$ cat src/rtl/core/cbr_pkg.sv
// ----------------------------------------------------------------------------
// cbr_pkg
// Shared types and constants of the CEC bit receiver: bit timing limits,
// result kind codes, configuration register indexes and the event group
// passed from decoder to emitter.
`default_nettype none

package cbr_pkg;

  // timing limits in microseconds
  localparam logic [31:0] SILENCE_US     = 32'd6100;
  localparam logic [31:0] START_LIMIT_US = 32'd3500;
  localparam logic [31:0] GLITCH_US      = 32'd100;
  localparam logic [31:0] ONE_MAX_US     = 32'd800;

  localparam logic [3:0] BCAST_ADDR = 4'hF;

  // result kinds
  localparam logic [1:0] KIND_ACT  = 2'd0;
  localparam logic [1:0] KIND_ACK  = 2'd1;
  localparam logic [1:0] KIND_BLK  = 2'd2;
  localparam logic [1:0] KIND_BYTE = 2'd3;

  // configuration register indexes
  localparam logic [1:0] REG_OWN_ADDR = 2'd0;
  localparam logic [1:0] REG_MONITOR  = 2'd1;
  localparam logic [1:0] REG_PROMISC  = 2'd2;

  // results requested by one decoded edge
  typedef struct packed {
    logic act;      // bus activity start
    logic ack;      // drive ack now
    logic blk;      // block done
    logic eom;
    logic ack_lvl;
    logic dump;     // emit the stored frame
  } cbr_evt_t;

endpackage

`default_nettype wire

$ cat src/rtl/core/cec_bit_receiver.sv
// ----------------------------------------------------------------------------
// cec_bit_receiver
// CEC bit receiver: decodes bus line edges into bits, blocks and frames.
// ----------------------------------------------------------------------------
// Each edge request is captured in an input register and decoded in the
// next cycle, so an edge that causes no result is done once it is decoded.
// Every result then passes through the pending register of the emitter and
// the output register, and each byte of an accepted frame is fetched
// through a read state and a wait state, as the read port of the frame RAM
// is registered. in_stall_o stays high until the last result of an edge
// has been handed to the output register, which holds it until the
// receiver takes it. The frame RAM needs no clearing after reset: only
// bytes written during the current frame are read back. Configuration sits
// behind an APB port at byte addresses 0 (own address), 4 (monitor mode)
// and 8 (promiscuous mode).
// ----------------------------------------------------------------------------
`default_nettype none

module cec_bit_receiver #(
  parameter int MAX_FRAME_BYTES = 16
) (
  input  wire logic        clk_i,
  input  wire logic        rst_ni,
  // edge requests
  input  wire logic        in_valid_i,
  output logic             in_stall_o,
  input  wire logic [31:0] edge_time_us_i,
  input  wire logic        line_level_i,
  // results
  output logic             out_valid_o,
  input  wire logic        out_stall_i,
  output logic      [1:0]  event_kind_o,
  output logic             block_eom_o,
  output logic             block_ack_level_o,
  output logic      [7:0]  frame_data_o,
  output logic             frame_last_o,
  // configuration
  input  wire logic        psel,
  input  wire logic        penable,
  input  wire logic        pwrite,
  input  wire logic [3:0]  paddr,
  input  wire logic [31:0] pwdata,
  output logic      [31:0] prdata,
  output logic             pready
);

  localparam int AW = $clog2(MAX_FRAME_BYTES);
  localparam int CW = $clog2(MAX_FRAME_BYTES + 1);

  logic        hold_q, hold_d;
  logic [31:0] time_q;
  logic        level_q;

  logic [3:0]  own_q, own_d;
  logic        mon_q, mon_d;
  logic        prom_q, prom_d;

  logic              evt_vld;
  cbr_pkg::cbr_evt_t evt;
  logic [CW-1:0]     dump_count;
  logic              emit_busy;
  logic              ram_we;
  logic [AW-1:0]     ram_waddr;
  logic [7:0]        ram_wdata;
  logic              ram_re;
  logic [AW-1:0]     ram_raddr;
  logic [7:0]        ram_rdata;

  logic        in_acc;
  logic        cfg_wr;

  assign in_stall_o = hold_q || emit_busy;
  assign in_acc     = in_valid_i && !in_stall_o;
  assign hold_d     = in_acc;

  always_ff @(posedge clk_i or negedge rst_ni) begin
    if (!rst_ni) begin
      hold_q <= 1'b0;
    end else begin
      hold_q <= hold_d;
    end
  end

  always_ff @(posedge clk_i) begin
    if (in_acc) begin
      time_q  <= edge_time_us_i;
      level_q <= line_level_i;
    end
  end

  // configuration registers
  assign pready = 1'b1;
  assign cfg_wr = psel && penable && pwrite;

  always_comb begin
    own_d  = own_q;
    mon_d  = mon_q;
    prom_d = prom_q;
    if (cfg_wr) begin
      case (paddr[3:2])
        cbr_pkg::REG_OWN_ADDR: own_d  = pwdata[3:0];
        cbr_pkg::REG_MONITOR:  mon_d  = pwdata[0];
        cbr_pkg::REG_PROMISC:  prom_d = pwdata[0];
        default: begin
        end
      endcase
    end
  end

  always_comb begin
    case (paddr[3:2])
      cbr_pkg::REG_OWN_ADDR: prdata = {28'd0, own_q};
      cbr_pkg::REG_MONITOR:  prdata = {31'd0, mon_q};
      cbr_pkg::REG_PROMISC:  prdata = {31'd0, prom_q};
      default:               prdata = '0;
    endcase
  end

  always_ff @(posedge clk_i or negedge rst_ni) begin
    if (!rst_ni) begin
      own_q  <= 4'hF;
      mon_q  <= 1'b0;
      prom_q <= 1'b0;
    end else begin
      own_q  <= own_d;
      mon_q  <= mon_d;
      prom_q <= prom_d;
    end
  end

  cbr_decode #(
    .MAX_FRAME_BYTES(MAX_FRAME_BYTES)
  ) u_decode (
    .clk_i        (clk_i),
    .rst_ni       (rst_ni),
    .item_vld_i   (hold_q),
    .time_i       (time_q),
    .level_i      (level_q),
    .own_addr_i   (own_q),
    .monitor_i    (mon_q),
    .promisc_i    (prom_q),
    .evt_vld_o    (evt_vld),
    .evt_o        (evt),
    .dump_count_o (dump_count),
    .ram_we_o     (ram_we),
    .ram_waddr_o  (ram_waddr),
    .ram_wdata_o  (ram_wdata)
  );

  cbr_ram #(
    .WIDTH(8),
    .DEPTH(MAX_FRAME_BYTES)
  ) u_frame_ram (
    .clk_i   (clk_i),
    .we_i    (ram_we),
    .waddr_i (ram_waddr),
    .wdata_i (ram_wdata),
    .re_i    (ram_re),
    .raddr_i (ram_raddr),
    .rdata_o (ram_rdata)
  );

  cbr_emit #(
    .MAX_FRAME_BYTES(MAX_FRAME_BYTES)
  ) u_emit (
    .clk_i             (clk_i),
    .rst_ni            (rst_ni),
    .evt_vld_i         (evt_vld),
    .evt_i             (evt),
    .dump_count_i      (dump_count),
    .busy_o            (emit_busy),
    .ram_re_o          (ram_re),
    .ram_raddr_o       (ram_raddr),
    .ram_rdata_i       (ram_rdata),
    .out_valid_o       (out_valid_o),
    .out_stall_i       (out_stall_i),
    .event_kind_o      (event_kind_o),
    .block_eom_o       (block_eom_o),
    .block_ack_level_o (block_ack_level_o),
    .frame_data_o      (frame_data_o),
    .frame_last_o      (frame_last_o)
  );

  // an accepted edge keeps the input side closed while it is decoded
  a_busy_after_accept: assert property (@(posedge clk_i) disable iff (!rst_ni)
    in_valid_i && !in_stall_o |=> in_stall_o)
    else $error("input not held off after edge request");

  a_last_only_on_byte: assert property (@(posedge clk_i) disable iff (!rst_ni)
    out_valid_o && frame_last_o |-> event_kind_o == cbr_pkg::KIND_BYTE)
    else $error("frame_last on a non-byte result");

  a_block_fields: assert property (@(posedge clk_i) disable iff (!rst_ni)
    out_valid_o && (block_eom_o || block_ack_level_o)
    |-> event_kind_o == cbr_pkg::KIND_BLK)
    else $error("block fields set on a non-block result");

  a_data_only_on_byte: assert property (@(posedge clk_i) disable iff (!rst_ni)
    out_valid_o && (event_kind_o != cbr_pkg::KIND_BYTE) |-> frame_data_o == 8'd0)
    else $error("frame data set on a non-byte result");

endmodule

`default_nettype wire

$ cat src/rtl/core/cbr_ram.sv
// ----------------------------------------------------------------------------
// cbr_ram
// Generic single write port, single read port RAM with registered read.
// ----------------------------------------------------------------------------
`default_nettype none

module cbr_ram #(
  parameter int WIDTH = 8,
  parameter int DEPTH = 16
) (
  input  wire logic                     clk_i,
  input  wire logic                     we_i,
  input  wire logic [$clog2(DEPTH)-1:0] waddr_i,
  input  wire logic [WIDTH-1:0]         wdata_i,
  input  wire logic                     re_i,
  input  wire logic [$clog2(DEPTH)-1:0] raddr_i,
  output logic      [WIDTH-1:0]         rdata_o
);

  logic [WIDTH-1:0] mem_q [DEPTH];
  logic [WIDTH-1:0] rdata_q;

  always_ff @(posedge clk_i) begin
    if (we_i) begin
      mem_q[waddr_i] <= wdata_i;
    end
    if (re_i) begin
      rdata_q <= mem_q[raddr_i];
    end
  end

  assign rdata_o = rdata_q;

endmodule

`default_nettype wire

$ cat src/rtl/core/cbr_decode.sv
// ----------------------------------------------------------------------------
// cbr_decode
// Edge decoder: measures low pulses, tracks the receive phase, assembles
// bytes into the frame RAM and requests results from the emitter.
// ----------------------------------------------------------------------------
`default_nettype none

module cbr_decode #(
  parameter int MAX_FRAME_BYTES = 16,
  localparam int AW = $clog2(MAX_FRAME_BYTES),
  localparam int CW = $clog2(MAX_FRAME_BYTES + 1)
) (
  input  wire logic             clk_i,
  input  wire logic             rst_ni,
  input  wire logic             item_vld_i,
  input  wire logic [31:0]      time_i,
  input  wire logic             level_i,
  input  wire logic [3:0]       own_addr_i,
  input  wire logic             monitor_i,
  input  wire logic             promisc_i,
  output logic                  evt_vld_o,
  output cbr_pkg::cbr_evt_t     evt_o,
  output logic      [CW-1:0]    dump_count_o,
  output logic                  ram_we_o,
  output logic      [AW-1:0]    ram_waddr_o,
  output logic      [7:0]       ram_wdata_o
);

  localparam logic [2:0] PH_IDLE    = 3'd0;
  localparam logic [2:0] PH_BYTE    = 3'd1;
  localparam logic [2:0] PH_EOM     = 3'd2;
  localparam logic [2:0] PH_ACK     = 3'd3;
  localparam logic [2:0] PH_EOM_ACK = 3'd4;

  logic          prev_q, prev_d;
  logic [31:0]   fall_q, fall_d;
  logic [2:0]    phase_q, phase_d;
  logic [2:0]    cnt_q, cnt_d;
  logic [7:0]    shift_q, shift_d;
  logic          ack_pend_q, ack_pend_d;
  logic [CW-1:0] count_q, count_d;
  logic [7:0]    hdr_q, hdr_d;

  logic [31:0]   delta;
  logic          bit_val;
  logic [7:0]    shift_n;
  logic [3:0]    dest;
  logic [3:0]    init;
  logic          have_hdr;
  logic          room;

  assign delta    = time_i - fall_q;
  assign bit_val  = (delta <= cbr_pkg::ONE_MAX_US);
  assign shift_n  = {shift_q[6:0], bit_val};
  assign dest     = hdr_q[3:0];
  assign init     = hdr_q[7:4];
  assign have_hdr = (count_q != '0);
  assign room     = (count_q < CW'(MAX_FRAME_BYTES));

  always_comb begin
    prev_d       = prev_q;
    fall_d       = fall_q;
    phase_d      = phase_q;
    cnt_d        = cnt_q;
    shift_d      = shift_q;
    ack_pend_d   = ack_pend_q;
    count_d      = count_q;
    hdr_d        = hdr_q;
    evt_o        = '0;
    evt_vld_o    = 1'b0;
    dump_count_o = count_q;
    ram_we_o     = 1'b0;
    ram_waddr_o  = count_q[AW-1:0];
    ram_wdata_o  = shift_n;

    if (item_vld_i && (level_i != prev_q)) begin
      prev_d    = level_i;
      evt_vld_o = 1'b1;
      if (!level_i) begin
        // falling edge: long silence drops any frame in progress
        fall_d = time_i;
        if (delta > cbr_pkg::SILENCE_US) begin
          phase_d    = PH_IDLE;
          cnt_d      = '0;
          shift_d    = '0;
          ack_pend_d = 1'b0;
          count_d    = '0;
          evt_o.act  = 1'b1;
        end else begin
          evt_o.act = (phase_q == PH_IDLE);
          if (ack_pend_q && !monitor_i) begin
            evt_o.ack  = 1'b1;
            ack_pend_d = 1'b0;
          end
        end
      end else if (delta > cbr_pkg::START_LIMIT_US) begin
        phase_d    = PH_BYTE;
        cnt_d      = '0;
        shift_d    = '0;
        ack_pend_d = 1'b0;
        count_d    = '0;
      end else if (delta >= cbr_pkg::GLITCH_US) begin
        case (phase_q)
          PH_BYTE: begin
            shift_d = shift_n;
            cnt_d   = cnt_q + 3'd1;
            if (cnt_q == 3'd7) begin
              if (room) begin
                ram_we_o = 1'b1;
                count_d  = count_q + CW'(1);
                if (!have_hdr) begin
                  hdr_d = shift_n;
                end
              end
              shift_d = '0;
              phase_d = PH_EOM;
            end
          end
          PH_EOM: begin
            if (have_hdr && (dest != cbr_pkg::BCAST_ADDR) && (dest == own_addr_i)
                && (init != own_addr_i)) begin
              ack_pend_d = 1'b1;
            end
            phase_d = bit_val ? PH_EOM_ACK : PH_ACK;
          end
          PH_ACK: begin
            evt_o.blk     = 1'b1;
            evt_o.ack_lvl = bit_val;
            phase_d       = PH_BYTE;
          end
          PH_EOM_ACK: begin
            evt_o.blk     = 1'b1;
            evt_o.eom     = 1'b1;
            evt_o.ack_lvl = bit_val;
            evt_o.dump    = have_hdr && (promisc_i || (dest == own_addr_i)
                            || ((dest == cbr_pkg::BCAST_ADDR) && (init != own_addr_i)));
            phase_d    = PH_IDLE;
            cnt_d      = '0;
            shift_d    = '0;
            ack_pend_d = 1'b0;
            count_d    = '0;
          end
          default: begin
          end
        endcase
      end
    end
  end

  always_ff @(posedge clk_i or negedge rst_ni) begin
    if (!rst_ni) begin
      prev_q     <= 1'b1;
      fall_q     <= '0;
      phase_q    <= PH_IDLE;
      cnt_q      <= '0;
      shift_q    <= '0;
      ack_pend_q <= 1'b0;
      count_q    <= '0;
    end else begin
      prev_q     <= prev_d;
      fall_q     <= fall_d;
      phase_q    <= phase_d;
      cnt_q      <= cnt_d;
      shift_q    <= shift_d;
      ack_pend_q <= ack_pend_d;
      count_q    <= count_d;
    end
  end

  always_ff @(posedge clk_i) begin
    hdr_q <= hdr_d;
  end

endmodule

`default_nettype wire

$ cat src/rtl/core/cbr_emit.sv
// ----------------------------------------------------------------------------
// cbr_emit
// Result sequencer: holds the results requested by one edge, reads stored
// frame bytes back from the frame RAM and drives the output register.
// ----------------------------------------------------------------------------
`default_nettype none

module cbr_emit #(
  parameter int MAX_FRAME_BYTES = 16,
  localparam int AW = $clog2(MAX_FRAME_BYTES),
  localparam int CW = $clog2(MAX_FRAME_BYTES + 1)
) (
  input  wire logic              clk_i,
  input  wire logic              rst_ni,
  input  wire logic              evt_vld_i,
  input  wire cbr_pkg::cbr_evt_t evt_i,
  input  wire logic [CW-1:0]     dump_count_i,
  output logic                   busy_o,
  output logic                   ram_re_o,
  output logic      [AW-1:0]     ram_raddr_o,
  input  wire logic [7:0]        ram_rdata_i,
  output logic                   out_valid_o,
  input  wire logic              out_stall_i,
  output logic      [1:0]        event_kind_o,
  output logic                   block_eom_o,
  output logic                   block_ack_level_o,
  output logic      [7:0]        frame_data_o,
  output logic                   frame_last_o
);

  localparam logic [1:0] ST_IDLE = 2'd0;
  localparam logic [1:0] ST_RD   = 2'd1;
  localparam logic [1:0] ST_WT   = 2'd2;

  logic [1:0]        state_q, state_d;
  cbr_pkg::cbr_evt_t pend_q, pend_d;
  logic [CW-1:0]     dcnt_q, dcnt_d;
  logic [AW-1:0]     idx_q, idx_d;

  logic              ov_q, ov_d;
  logic [1:0]        kind_q, kind_d;
  logic              eom_q, eom_d;
  logic              ackl_q, ackl_d;
  logic [7:0]        data_q, data_d;
  logic              last_q, last_d;

  logic              out_free;
  logic              is_last;

  assign out_free = !ov_q || !out_stall_i;
  assign is_last  = ((CW'(idx_q) + CW'(1)) == dcnt_q);

  always_comb begin
    state_d     = state_q;
    pend_d      = pend_q;
    dcnt_d      = dcnt_q;
    idx_d       = idx_q;
    ov_d        = ov_q && out_stall_i;
    kind_d      = kind_q;
    eom_d       = eom_q;
    ackl_d      = ackl_q;
    data_d      = data_q;
    last_d      = last_q;
    ram_re_o    = 1'b0;
    ram_raddr_o = idx_q;

    if (evt_vld_i) begin
      pend_d = evt_i;
      dcnt_d = dump_count_i;
      idx_d  = '0;
    end

    case (state_q)
      ST_IDLE: begin
        if (out_free) begin
          if (pend_q.act || pend_q.ack || pend_q.blk) begin
            ov_d   = 1'b1;
            eom_d  = 1'b0;
            ackl_d = 1'b0;
            data_d = '0;
            last_d = 1'b0;
            if (pend_q.act) begin
              kind_d     = cbr_pkg::KIND_ACT;
              pend_d.act = 1'b0;
            end else if (pend_q.ack) begin
              kind_d     = cbr_pkg::KIND_ACK;
              pend_d.ack = 1'b0;
            end else begin
              kind_d     = cbr_pkg::KIND_BLK;
              eom_d      = pend_q.eom;
              ackl_d     = pend_q.ack_lvl;
              pend_d.blk = 1'b0;
            end
          end else if (pend_q.dump) begin
            state_d = ST_RD;
          end
        end
      end
      ST_RD: begin
        ram_re_o = 1'b1;
        state_d  = ST_WT;
      end
      ST_WT: begin
        // read data stays put until the next read request
        if (out_free) begin
          ov_d   = 1'b1;
          kind_d = cbr_pkg::KIND_BYTE;
          eom_d  = 1'b0;
          ackl_d = 1'b0;
          data_d = ram_rdata_i;
          last_d = is_last;
          if (is_last) begin
            pend_d.dump = 1'b0;
            state_d     = ST_IDLE;
          end else begin
            idx_d   = idx_q + AW'(1);
            state_d = ST_RD;
          end
        end
      end
      default: begin
        state_d = ST_IDLE;
      end
    endcase
  end

  always_ff @(posedge clk_i or negedge rst_ni) begin
    if (!rst_ni) begin
      state_q <= ST_IDLE;
      pend_q  <= '0;
      ov_q    <= 1'b0;
    end else begin
      state_q <= state_d;
      pend_q  <= pend_d;
      ov_q    <= ov_d;
    end
  end

  always_ff @(posedge clk_i) begin
    dcnt_q <= dcnt_d;
    idx_q  <= idx_d;
    kind_q <= kind_d;
    eom_q  <= eom_d;
    ackl_q <= ackl_d;
    data_q <= data_d;
    last_q <= last_d;
  end

  assign busy_o            = pend_q.act || pend_q.ack || pend_q.blk || pend_q.dump
                             || (state_q != ST_IDLE);
  assign out_valid_o       = ov_q;
  assign event_kind_o      = kind_q;
  assign block_eom_o       = eom_q;
  assign block_ack_level_o = ackl_q;
  assign frame_data_o      = data_q;
  assign frame_last_o      = last_q;

endmodule

`default_nettype wire
$ cat config.mk
export PLATFORM = sky130hd
export DESIGN_NAME = cec_bit_receiver
export DESIGN_NICKNAME = d
export VERILOG_FILES = /design/src/rtl/core/cbr_pkg.sv /design/src/rtl/core/cec_bit_receiver.sv /design/src/rtl/core/cbr_ram.sv /design/src/rtl/core/cbr_decode.sv /design/src/rtl/core/cbr_emit.sv
export SDC_FILE = /design/constraint.sdc
export NUM_CORES = 1
export LEC_CHECK = 0
export BUFFER_PORTS_ARGS = -buffer_cell sky130_fd_sc_hd__buf_2
export CORE_ASPECT_RATIO = 0.5
export CORE_MARGIN = 5
export CORE_UTILIZATION = 23
export DETAILED_ROUTE_END_ITERATION = 8
export GPL_ROUTABILITY_DRIVEN = 0
export PLACE_DENSITY_LB_ADDON = 0.3
export SETUP_SLACK_MARGIN = 0.2
export SLEW_MARGIN = 20
export SYNTH_ARGS = -nofsm -noshare
export SYNTH_HDL_FRONTEND = slang
export SYNTH_SLANG_ARGS = --single-unit
$ cat constraint.sdc
create_clock -name clk_i -period 5.5 [get_ports clk_i]
set_input_delay 1.65 -clock clk_i [delete_from_list [all_inputs] [get_ports clk_i]]
set_output_delay 1.65 -clock clk_i [all_outputs]
set_load 0.02 [all_outputs]
* Word-level counts from Yosys, hierarchy flattened
Memories as Yosys holds them, arrays and structs flattened. A register that Yosys moved wholly into a read port is not among the register bits.
Index checks and enable logic that the tools add are counted.
** Storage, ports and cells
- Memory bits (writable) :: 128
- Logic and storage cells :: 218
- Memories :: 1
- Register bits :: 131
- Output and inout port bits :: 48
- Bits of input ports :: 76
** Cells by class
- Magnitude comparators :: 5
- Bitwise logic cells :: 3
- Reduce and logical (&&, ||, !) cells :: 43
- Equality and inequality tests :: 27
- Add/subtract/negate cells :: 5
- Mux-type cells :: 105
** Memories
- u_frame_ram.mem_q :: depth 16, bits a word 8, rd ports 1, clocked after memory_dff 1, write ports 1, RTL line cbr_ram.sv:20 : logic [WIDTH-1:0] mem_q [DEPTH];
** Operators with widths (number)
- $mux W1 :: 46
- $mux W3 :: 12
- $mux W7 :: 5
- $ge A32 B7 Y1 const B :: 1
- $gt A32 B12 Y1 const B :: 1
- $gt A32 B13 Y1 const B :: 1
- $le A32 B10 Y1 const B :: 1
- $sub A32 B32 Y32 :: 1
- $mux W5 :: 6
- $mux W4 :: 7
- $mux W8 :: 3
- $mux W2 :: 11
- $pmux W8 S2 :: 1
- $pmux W7 S2 :: 1
- $mux W6 :: 2
- $ne A4 B2 Y1 const B :: 3
- $pmux W3 S4 :: 1
- $pmux W4 S3 :: 1
- $reduce_and A4 Y1 :: 3
- $logic_and A1 B1 Y1 :: 11
- $pmux W1 S2 :: 5
- $pmux W5 S2 :: 1
- $reduce_and A5 Y1 :: 2
- $logic_or A1 B1 Y1 :: 8
- other kinds (35) :: 54

* Longest topological paths before layout
Gate-level depths: netlist (run 1).
- Depth in word-level cells :: 15
- Mapped depth :: 16
- Gate-level depth less buffers :: 14

* Hierarchy
Synthesis (run 1) repeated with hierarchy kept, for this count alone.
** Unflattened totals
- Cells, all modules :: 1134
- Area, all modules :: 13745.7 µm²
** By module, submodules not included
- cbr_decode :: seq. area each 1542.7 µm², area an instance 5591.6 µm², cells an instance 713, times used 1
- cbr_ram :: seq. area each 4083.9 µm², area an instance 5227.5 µm², cells an instance 229, times used 1
- cec_bit_receiver :: seq. area each 1171.1 µm², area an instance 1574.0 µm², cells an instance 91, times used 1
- cbr_emit :: seq. area each 845.8 µm², area an instance 1352.5 µm², cells an instance 101, times used 1

* Worst setup path before layout (run 1)
Ideal clock, no wire load.
- Path type :: reg-to-reg
- Start point :: register u_decode.fall_q[0]
- End point :: memory u_frame_ram.mem_q[1][0] (enable)
- Path buffers :: 2
- Stages on the path, launching flop included :: 16
- Arrival time :: 4.074 ns
- Period minus slack after synthesis :: 4.458 ns
- Slack :: 1.042 ns
- Setup time :: 0.383 ns
- Required time :: 5.117 ns
- Path through :: dfrtp_1 -> ha_1 -> fa_1 -> nand2b_1 -> a211oi_2 -> o31ai_2 -> o31ai_2 -> a211oi_2 -> xnor2_1 -> a2111o_1 -> or4_4 -> buf_6 -> nor2_2 -> buf_4 -> nand3_1 -> nor3_1
** Between the ends
- Cells in the longest elaborated chain, start to end :: 8
** Ends and longest elaborated chain
- from (decl) :: RTL line cbr_decode.sv:36 : logic [31:0] fall_q, fall_d;
- from (signal assigned) :: RTL line cbr_decode.sv:161 : fall_q <= fall_d;
- $sub A32 B32 Y32 (*) :: RTL line cbr_decode.sv:52 : assign delta = time_i - fall_q;
- $ge A32 B7 Y1 :: RTL line cbr_decode.sv:102 : end else if (delta >= cbr_pkg::GLITCH_US) begin
- $mux W1 :: RTL line cbr_decode.sv:102
- $mux W1 (*) :: RTL line cbr_decode.sv:96 : end else if (delta > cbr_pkg::START_LIMIT_US) begin
- $mux W1 (*) :: RTL line cbr_decode.sv:79 : if (!level_i) begin
- $mux W1 (*) :: RTL line cbr_decode.sv:76 : if (item_vld_i && (level_i != prev_q)) begin
- $mux W1 (*) :: RTL line cbr_ram.sv:24 : if (we_i) begin
- $mux W1 (implied by the code) (*) :: RTL line cbr_ram.sv:25 : mem_q[waddr_i] <= wdata_i;
- to (decl) :: RTL line cbr_ram.sv:20
Mark *: on every way between the ends. The rest lies on a longest branch, timed or not.

* Final worst setup path (run 1)
- Start point :: register u_decode.fall_q[0]
- End point :: memory u_frame_ram.mem_q[9][1] (enable)
The elaborated chain is that of the path after synthesis.

==> metrics.md, run 1 <==
| Metric | Value |
|---|---|
| Post-synth ARST share | `~25%` |
| Vias per cell | `4.27` |
| Top post-synthesis cells by area | `edfxtp_1 (44%), dfrtp_1 (12%), mux4_2 (6.8%)` |
| Reg clk slew, reported paths | `~0.060 ns` |
| Worst r2r path cells | `14` |
| Max FO, Critical Path | `9` |
| Synth Area in Simple Gates | `10.7%` |
| Layout cells sized above 1 | `21.8%` |
| Crit Path Category | `flop to flop` |
| Highest clock rate | `between 200 and 250 MHz` |
| Initial Utilization | `between 20% and 30%` |
| Largest net degree at the start of global routing | `69` |
| Clk Latency, worst-skew pair | `0.57 ns` |
| Area share of the largest cell type after synthesis | `44.1%` |
| Postcts setup bufs | `0` |
| Synth Area in XOR/XNOR | `around 2.2%` |
| Ant diodes | `0` |
| Crit path arrival time | `5.08 ns` |
| Die width | `about 350 µm` |
| EDFF count, synth | `195` |
| Row count | `62` |
| Die H | `180 µm` |
| Top Ports | `124` |
| Outcome | `complete, no violations` |
| DR DRC count | `0` |
| Final core utilization | `between 20% and 30%` |
| Tcrit/Tclk final | `just under 90%` |
| FF+latch count, synth | `between 200 and 300` |
| Number of port buffers | `64` |
| Routed Antenna Nets | `0` |
| Area grow syn2layout | `15.3%` |
| Setup violations, final | `0` |
| Adder-cell share of the synthesized area | `3.73%` |
| Die area | `0.0629 mm²` |
| Nets | `between 1000 and 1500` |
| Worst min path class | `flop to flop` |
| Total CTS buffers | `27` |
| Vias in the first global route | `8187` |
| Pwr dens | `516 mW/mm²` |
| Total track usage | `9.38%` |
| Syn Inst Count | `1025` |
| Pre-antenna DRT Iters | `5` |
| RSZ-0062 raised after global routing | `no` |
| DP HPWL | `20.4 mm` |
| Wire per inst | `15.8 µm` |
| CP endpoint kind | `flop` |
| Area of the mapped netlist | `about 0.013 mm²` |
| Hold Path Depth | `2` |
| Hold Vio Cnt, Final | `0` |
| CTS tree | `yes` |
| Drt initial violations | `560` |
| Total clock sinks | `267` |
| Mux share of post-synthesis cell area | `10.7%` |
| Post-CTS sizing | `0` |
| Global route overflow | `0` |
| Max-slew violations | `0` |
| Slew HR | `35.7%` |
| Core Area | `0.0572 mm²` |
| Synthesized area per cell | `12.9 µm²` |
| Ys Warns | `0` |
| Global-route wire length before repair | `47.3 mm` |
| CP Data Required Time | `5.76 ns` |
| Total power | `7890 µW` |
| Post-route cell area | `approximately 0.015 mm²` |
| Worst hold margin | `0.481 ns` |
| Max Root-Sink Buffers | `3` |
| Vias | `slightly above 8000` |
| Max Cap Viol | `0` |
| Placed Area | `0.0144 mm²` |
| Worst vdd ir | `between 0.15 and 0.2 mV` |
| Clock H-tree levels | `1` |
| Worst setup SP type | `flop` |
| Leakage | `0.00520 µW` |
| Final min period | `4.82 ns` |
| Register area share after synthesis | `~58%` |
| Largest family of logic cells by synthesized area | `simple AND/OR/NAND/NOR gates` |
| Synth cell types | `85` |
| Post-synth top area cell | `edfxtp_1` |
| Predominant post-synthesis flop cell | `edfxtp_1` |
| Slew @ Worst Pin | `roughly 0.96 ns` |
| Compound-Gate Fraction of Synth Area | `a little over a tenth` |
| Sum of negative setup slack | `0 ns` |
| Hold_buf cts | `0` |
| Clock Skew | `around 0.024 ns` |
| Initial antenna violation count | `0` |
| Drt total wl | `29.9 mm` |
| Root buf cell | `clkbuf_16` |
[layout make-up]
class	count	area (µm²)
multi-input cells	664	5130
inverters	54	203
flip-flops and latches	267	7640
fillers	5918	41900
clock buffers	32	694
repair buffers	88	503
clock inverters	18	168
well taps	768	961
[worst paths after layout]
check,startpoint,end,slack (ns)
min in group asynchronous,rst_ni,u_decode.fall_q[8],1.23
max in group asynchronous,rst_ni,u_decode.shift_q[4],3.63
worst min-delay path,u_emit.pend_q[2],u_emit.pend_q[2],0.48
worst max-delay path,u_decode.fall_q[0],u_frame_ram.mem_q[9][1],0.68
worst min register to register,u_emit.pend_q[2],u_emit.pend_q[2],0.48
worst max register to register,u_decode.fall_q[0],u_frame_ram.mem_q[9][1],0.68
[kinds of logic after synthesis]
logic type                 after synthesis
xor gates and xnor gates                33
adders and majority gates               39
AOI/OAI and AO/OA                      203
other                                    2
buffers and inverters                  121
muxes                                   87
and+or+nand+nor                        273
DFF                                    267
[cell usage after synthesis (all sizes together), types with 4 or more instances]
cell / count
a211oi: 8
a21o: 8
a21oi: 48
a22oi: 4
a31oi: 8
and2: 14
and3: 6
buf: 44
clkbuf: 23
dfrtp: 63
dfstp: 5
dfxtp: 4
edfxtp: 195
ha: 38
inv: 53
mux2: 38
mux2i: 9
mux4: 40
nand2: 76
nand2b: 15
nand3: 23
nand4: 19
nor2: 50
nor2b: 11
nor3: 25
nor3b: 7
nor4: 4
o21a: 8
o21ai: 57
o21bai: 5
o22ai: 7
o31ai: 15
or3: 12
xnor2: 15
xor2: 18
[layer usage]
metal	vias up	track usage [%]	part of all wire, %	wire length, µm
met5	-	0	0	0
met4	0	1.66	1.4	406
met3	30	1.95	3.7	1120
met2	115	15.6	47	14000
met1	3964	12.8	48	14400
li1	3970	-	-	-
[report_power, final]
group / internal [µW] / switching (µW) / leakage [µW]
Sequential: 2510 / 164 / 0.00245
Combinational: 1280 / 2110 / 0.00234
Clock: 1010 / 817 / 0.000419
Total: 4800 / 3090 / 0.00520
[worst max-delay path, cell delays in order, from the launching register on]
cell      delay (ns)
dfrtp_1         0.39
ha_1            0.22
fa_1            0.40
nand2b_1        0.19
a211oi_2        0.35
o31ai_2         0.18
o31ai_2         0.58
a211oi_2        0.15
xnor2_1         0.15
a2111o_1        0.34
or4_4           0.54
nor2_2          0.27
nand3_1         0.29
nor3_1          0.23
buf_4           0.22
[stage by stage]
step                setup slack (ns)  cells
CTS                            0.724   1891
global placement               0.763   1841
floorplan                       1.04   1052
finish                         0.682   1891
detailed placement             0.755   1841
global route                   0.399   1891
[registers in the layout, summed over array words and instances, names as in the netlist, 3 cells and up]
name	count
u_frame_ram.mem_q	128
time_q	32
u_decode.fall_q	32
u_decode.hdr_q	8
u_emit.frame_data_o	8
u_frame_ram.rdata_o	8
u_decode.shift_q	7
u_emit.pend_q	6
u_decode.dump_count_o	5
u_emit.dcnt_q	5
own_q	4
u_emit.ram_raddr_o	4
u_decode.cnt_q	3
u_decode.phase_q	3
[cell usage in the layout (no fill, tap or decap), types with 7 or more instances in the layout]
| cell | n |
|---|---|
| edfxtp_1 | 195 |
| nand2_1 | 76 |
| dfrtp_1 | 63 |
| buf_2 | 63 |
| inv_1 | 53 |
| o21ai_0 | 49 |
| nor2_1 | 49 |
| a21oi_1 | 44 |
| mux4_2 | 40 |
| mux2_2 | 38 |
| ha_1 | 38 |
| conb_1 | 29 |
| clkbuf_16 | 27 |
| buf_4 | 25 |
| nor3_1 | 23 |
| nand3_1 | 22 |
| xor2_1 | 18 |
| nand4_1 | 18 |
| xnor2_1 | 15 |
| nand2b_1 | 14 |
| and2_1 | 14 |
| nor2b_1 | 11 |
| or3_1 | 11 |
| o31ai_2 | 10 |
| mux2i_1 | 9 |
| a31oi_1 | 8 |
| a21o_1 | 8 |
| o21a_1 | 8 |
| o22ai_1 | 7 |
| nor3b_1 | 7 |
(Power assumes the default switching activity.)
==> inputs of run 2 (changes only) <==
--- a/config.mk
+++ b/config.mk
@@ -8,7 +8,7 @@
 export BUFFER_PORTS_ARGS = -buffer_cell sky130_fd_sc_hd__buf_2
 export CORE_ASPECT_RATIO = 0.5
 export CORE_MARGIN = 5
-export CORE_UTILIZATION = 23
+export CORE_UTILIZATION = 46
 export DETAILED_ROUTE_END_ITERATION = 8
 export GPL_ROUTABILITY_DRIVEN = 0
 export PLACE_DENSITY_LB_ADDON = 0.3
==> constraint.sdc (replaced) <==
create_clock -name clk_i -period 5.5 [get_ports clk_i]
set_input_delay 1.65 -clock clk_i [delete_from_list [all_inputs] [get_ports clk_i]]
set_output_delay 1.65 -clock clk_i [all_outputs]
set_load 0.1 [all_outputs]
==> run 2 against run 1 <==
Net effect: first-iteration DRC count is 1.4% lower; register-to-register slack gained 0.13 ns; design area fell by 3.7%; cell count fell by 21%; power rose by 2.8%; critical path type unchanged.
==> metrics.md, run 2 (synthesis gave the netlist of run 1 again) <==
| Metric | Value |
|---|---|
| Outcome | `complete, no violations (unchanged)` |
| Core Area | `0.0281 mm² (was 0.0572 mm²)` |
| Worst setup SP type | `flop (unchanged)` |
| RSZ-0062 raised after global routing | `no (unchanged)` |
| Row count | `43 (was 62)` |
| Drt total wl | `26.4 mm (was 29.9 mm)` |
| Setup violations, final | `0 (unchanged)` |
| DR DRC count | `0 (unchanged)` |
| Placed Area | `0.0139 mm² (was 0.0144 mm²)` |
| CTS tree | `yes (unchanged)` |
| Sequential cell area | `0.00765 mm² (was 0.00764 mm²)` |
| Ant diodes | `0 (unchanged)` |
| Post-route cell area | `0.0147 mm² (was 0.0153 mm²)` |
| Clk Latency, worst-skew pair | `0.55 ns (was 0.57 ns)` |
| Routed Antenna Nets | `0 (unchanged)` |
| Crit path arrival time | `4.94 ns (was 5.08 ns)` |
| Initial antenna violation count | `0 (unchanged)` |
| Area grow syn2layout | `11.0% (was 15.3%)` |
| Placed Cells | `1453 (was 1841)` |
| Sum of negative setup slack | `0 ns (unchanged)` |
| Nets | `1214 (was 1217)` |
| Largest net degree at the start of global routing | `40 (was 69)` |
| Max Root-Sink Buffers | `3 (unchanged)` |
| Top Registers | `u_frame_ram.mem_q (128), time_q (32), u_decode.fall_q (32) (unchanged)` |
| Die H | `130 µm (was 180 µm)` |
| Vias per cell | `5.58 (was 4.27)` |
| DP HPWL | `18.3 mm (was 20.4 mm)` |
| Part of the power in the clock network | `20.4% (was 23.1%)` |
| Hold Vio Cnt, Final | `0 (unchanged)` |
| Initial Utilization | `47.3% (was 23.2%)` |
| Total CTS buffers | `26 (was 27)` |
| Post-CTS sizing | `0 (unchanged)` |
| Total track usage | `16.2% (was 9.38%)` |
| Hold_buf cts | `0 (unchanged)` |
| Max Cap Viol | `0 (unchanged)` |
| Switching Fraction | `41.9% (was 39.1%)` |
| Worst min path class | `flop to flop (unchanged)` |
| Global route overflow | `0 (unchanged)` |
| Layout cells sized above 1 | `21.4% (was 21.8%)` |
| Total clock sinks | `267 (unchanged)` |
| Slew @ Worst Pin | `0.929 ns (was 0.964 ns)` |
| Worst hold margin | `0.491 ns (was 0.481 ns)` |
| CP endpoint kind | `flop (unchanged)` |
| Die width | `250 µm (was 350 µm)` |
| Tcrit/Tclk final | `85.2% (was 87.6%)` |
| Number of port buffers | `64 (unchanged)` |
| Clock H-tree levels | `1 (unchanged)` |
| Die area | `0.0326 mm² (was 0.0629 mm²)` |
| Post-route insts no fill | `1498 (was 1891)` |
| Vias | `8357 (was 8079)` |
| Final min period | `4.69 ns (was 4.82 ns)` |
| Footprint of the multi-input gates | `0.00514 mm² (was 0.00513 mm²)` |
| Global-route wire length before repair | `42.7 mm (was 47.3 mm)` |
| Postcts setup bufs | `0 (unchanged)` |
| Reg clk slew, reported paths | `0.06 ns (about the same)` |
| Internal power | `4710 µW (was 4800 µW)` |
| Final core utilization | `52.5% (was 26.7%)` |
| Combinational power share | `46.2% (was 43.0%)` |
| Leakage | `0.00515 µW (was 0.00520 µW)` |
| Max FO, Critical Path | `9 (unchanged)` |
| Crit Path Category | `flop to flop (unchanged)` |
| Most frequent cells in the layout | `edfxtp_1 (195), nand2_1 (76), buf_2 (64), dfrtp_1 (63), inv_1 (53) (was edfxtp_1 (195), nand2_1 (76), dfrtp_1 (63), buf_2 (63), inv_1 (53))` |
| Root buf cell | `clkbuf_16 (unchanged)` |
| # fillers | `2402 (was 5918)` |
| Highest clock rate | `213 MHz (was 208 MHz)` |
| Pre-antenna DRT Iters | `5 (unchanged)` |
| Most common cell after layout, fill and taps aside | `edfxtp_1 (unchanged)` |
| Vias in the first global route | `8119 (was 8187)` |
| Slew HR | `37.9% (was 35.7%)` |
| Pwr dens | `551 mW/mm² (was 516 mW/mm²)` |
| Largest register FFs | `128 (unchanged)` |
| Biggest register | `u_frame_ram.mem_q (unchanged)` |
| Wire per inst | `17.6 µm (was 15.8 µm)` |
| Sequential power share | `33.4% (was 33.9%)` |
| Sw Pwr | `3400 µW (was 3090 µW)` |
| Top Ports | `124 (unchanged)` |
| CP Data Required Time | `5.75 ns (was 5.76 ns)` |
| Clock Skew | `0.0120 ns (was 0.0238 ns)` |
| Drt initial violations | `552 (was 560)` |
| Max-slew violations | `0 (unchanged)` |
| Worst vdd ir | `0.473 mV (was 0.198 mV)` |
run 2: final cells by class:
type | instances | area share (%)
timing repair buffer | 86 | 3.29
sequential | 267 | 51.9
inverter | 54 | 1.38
clock inverter | 13 | 0.696
clock buffer | 32 | 4.64
tap | 382 | 3.24
multi-input combinational | 664 | 34.9
run 2: power groups by stage:
| stage | Sequential, µW | Clock (µW) | Combinational (µW) |
|---|---|---|---|
| final | 2710 | 1650 | 3750 |
| after global routing | 2750 | 1790 | 4120 |
| after CTS | 2710 | 1710 | 3740 |
| after detailed placement | 2750 | 0 | 3720 |
| after global placement | 2740 | 0 | 3660 |
| after floorplan | 3040 | 0 | 2730 |
run 2: path summary, 6_finish.rpt:
kind / depth (start not counted) / slack, ns / end / start
worst max-delay path: 15 / 0.81 / u_frame_ram.mem_q[11][1] / time_q[0]
max in group asynchronous: 2 / 3.38 / own_q[2] / rst_ni
worst min-delay path: 2 / 0.49 / u_emit.pend_q[2] / u_emit.pend_q[2]
worst max register to register: 15 / 0.81 / u_frame_ram.mem_q[11][1] / time_q[0]
worst min register to register: 2 / 0.49 / u_emit.pend_q[2] / u_emit.pend_q[2]
min in group asynchronous: 1 / 1.15 / u_decode.fall_q[1] / rst_ni
run 2: routing by layer:
metal	GRT usage, %	vias up	share of wire, %
met5	0	-	0
met4	3.88	0	1.9
met3	3.01	43	5.1
met1	21.9	4137	45
met2	27.7	205	48
li1	-	3972	-
run 2: metrics by stage:
stage	setup WS, ns	power (µW)
after global routing	0.515	8660
after floorplan	0.750	5780
after detailed placement	0.845	6470
final	0.814	8110
after global placement	0.931	6400
after CTS	0.814	8160
run 2: worst max-delay path, stage by stage (launching register included):
cell and delay, ns:
edfxtp_1 0.33, inv_1 0.05, ha_1 0.23, fa_1 0.40
nand2b_1 0.20, a211oi_2 0.36, o31ai_2 0.16, o31ai_2 0.48
a211oi_2 0.15, xnor2_1 0.15, a2111o_1 0.36, or4_4 0.54
nor2_2 0.25, nand3_1 0.27, nor3_1 0.23, buf_4 0.21
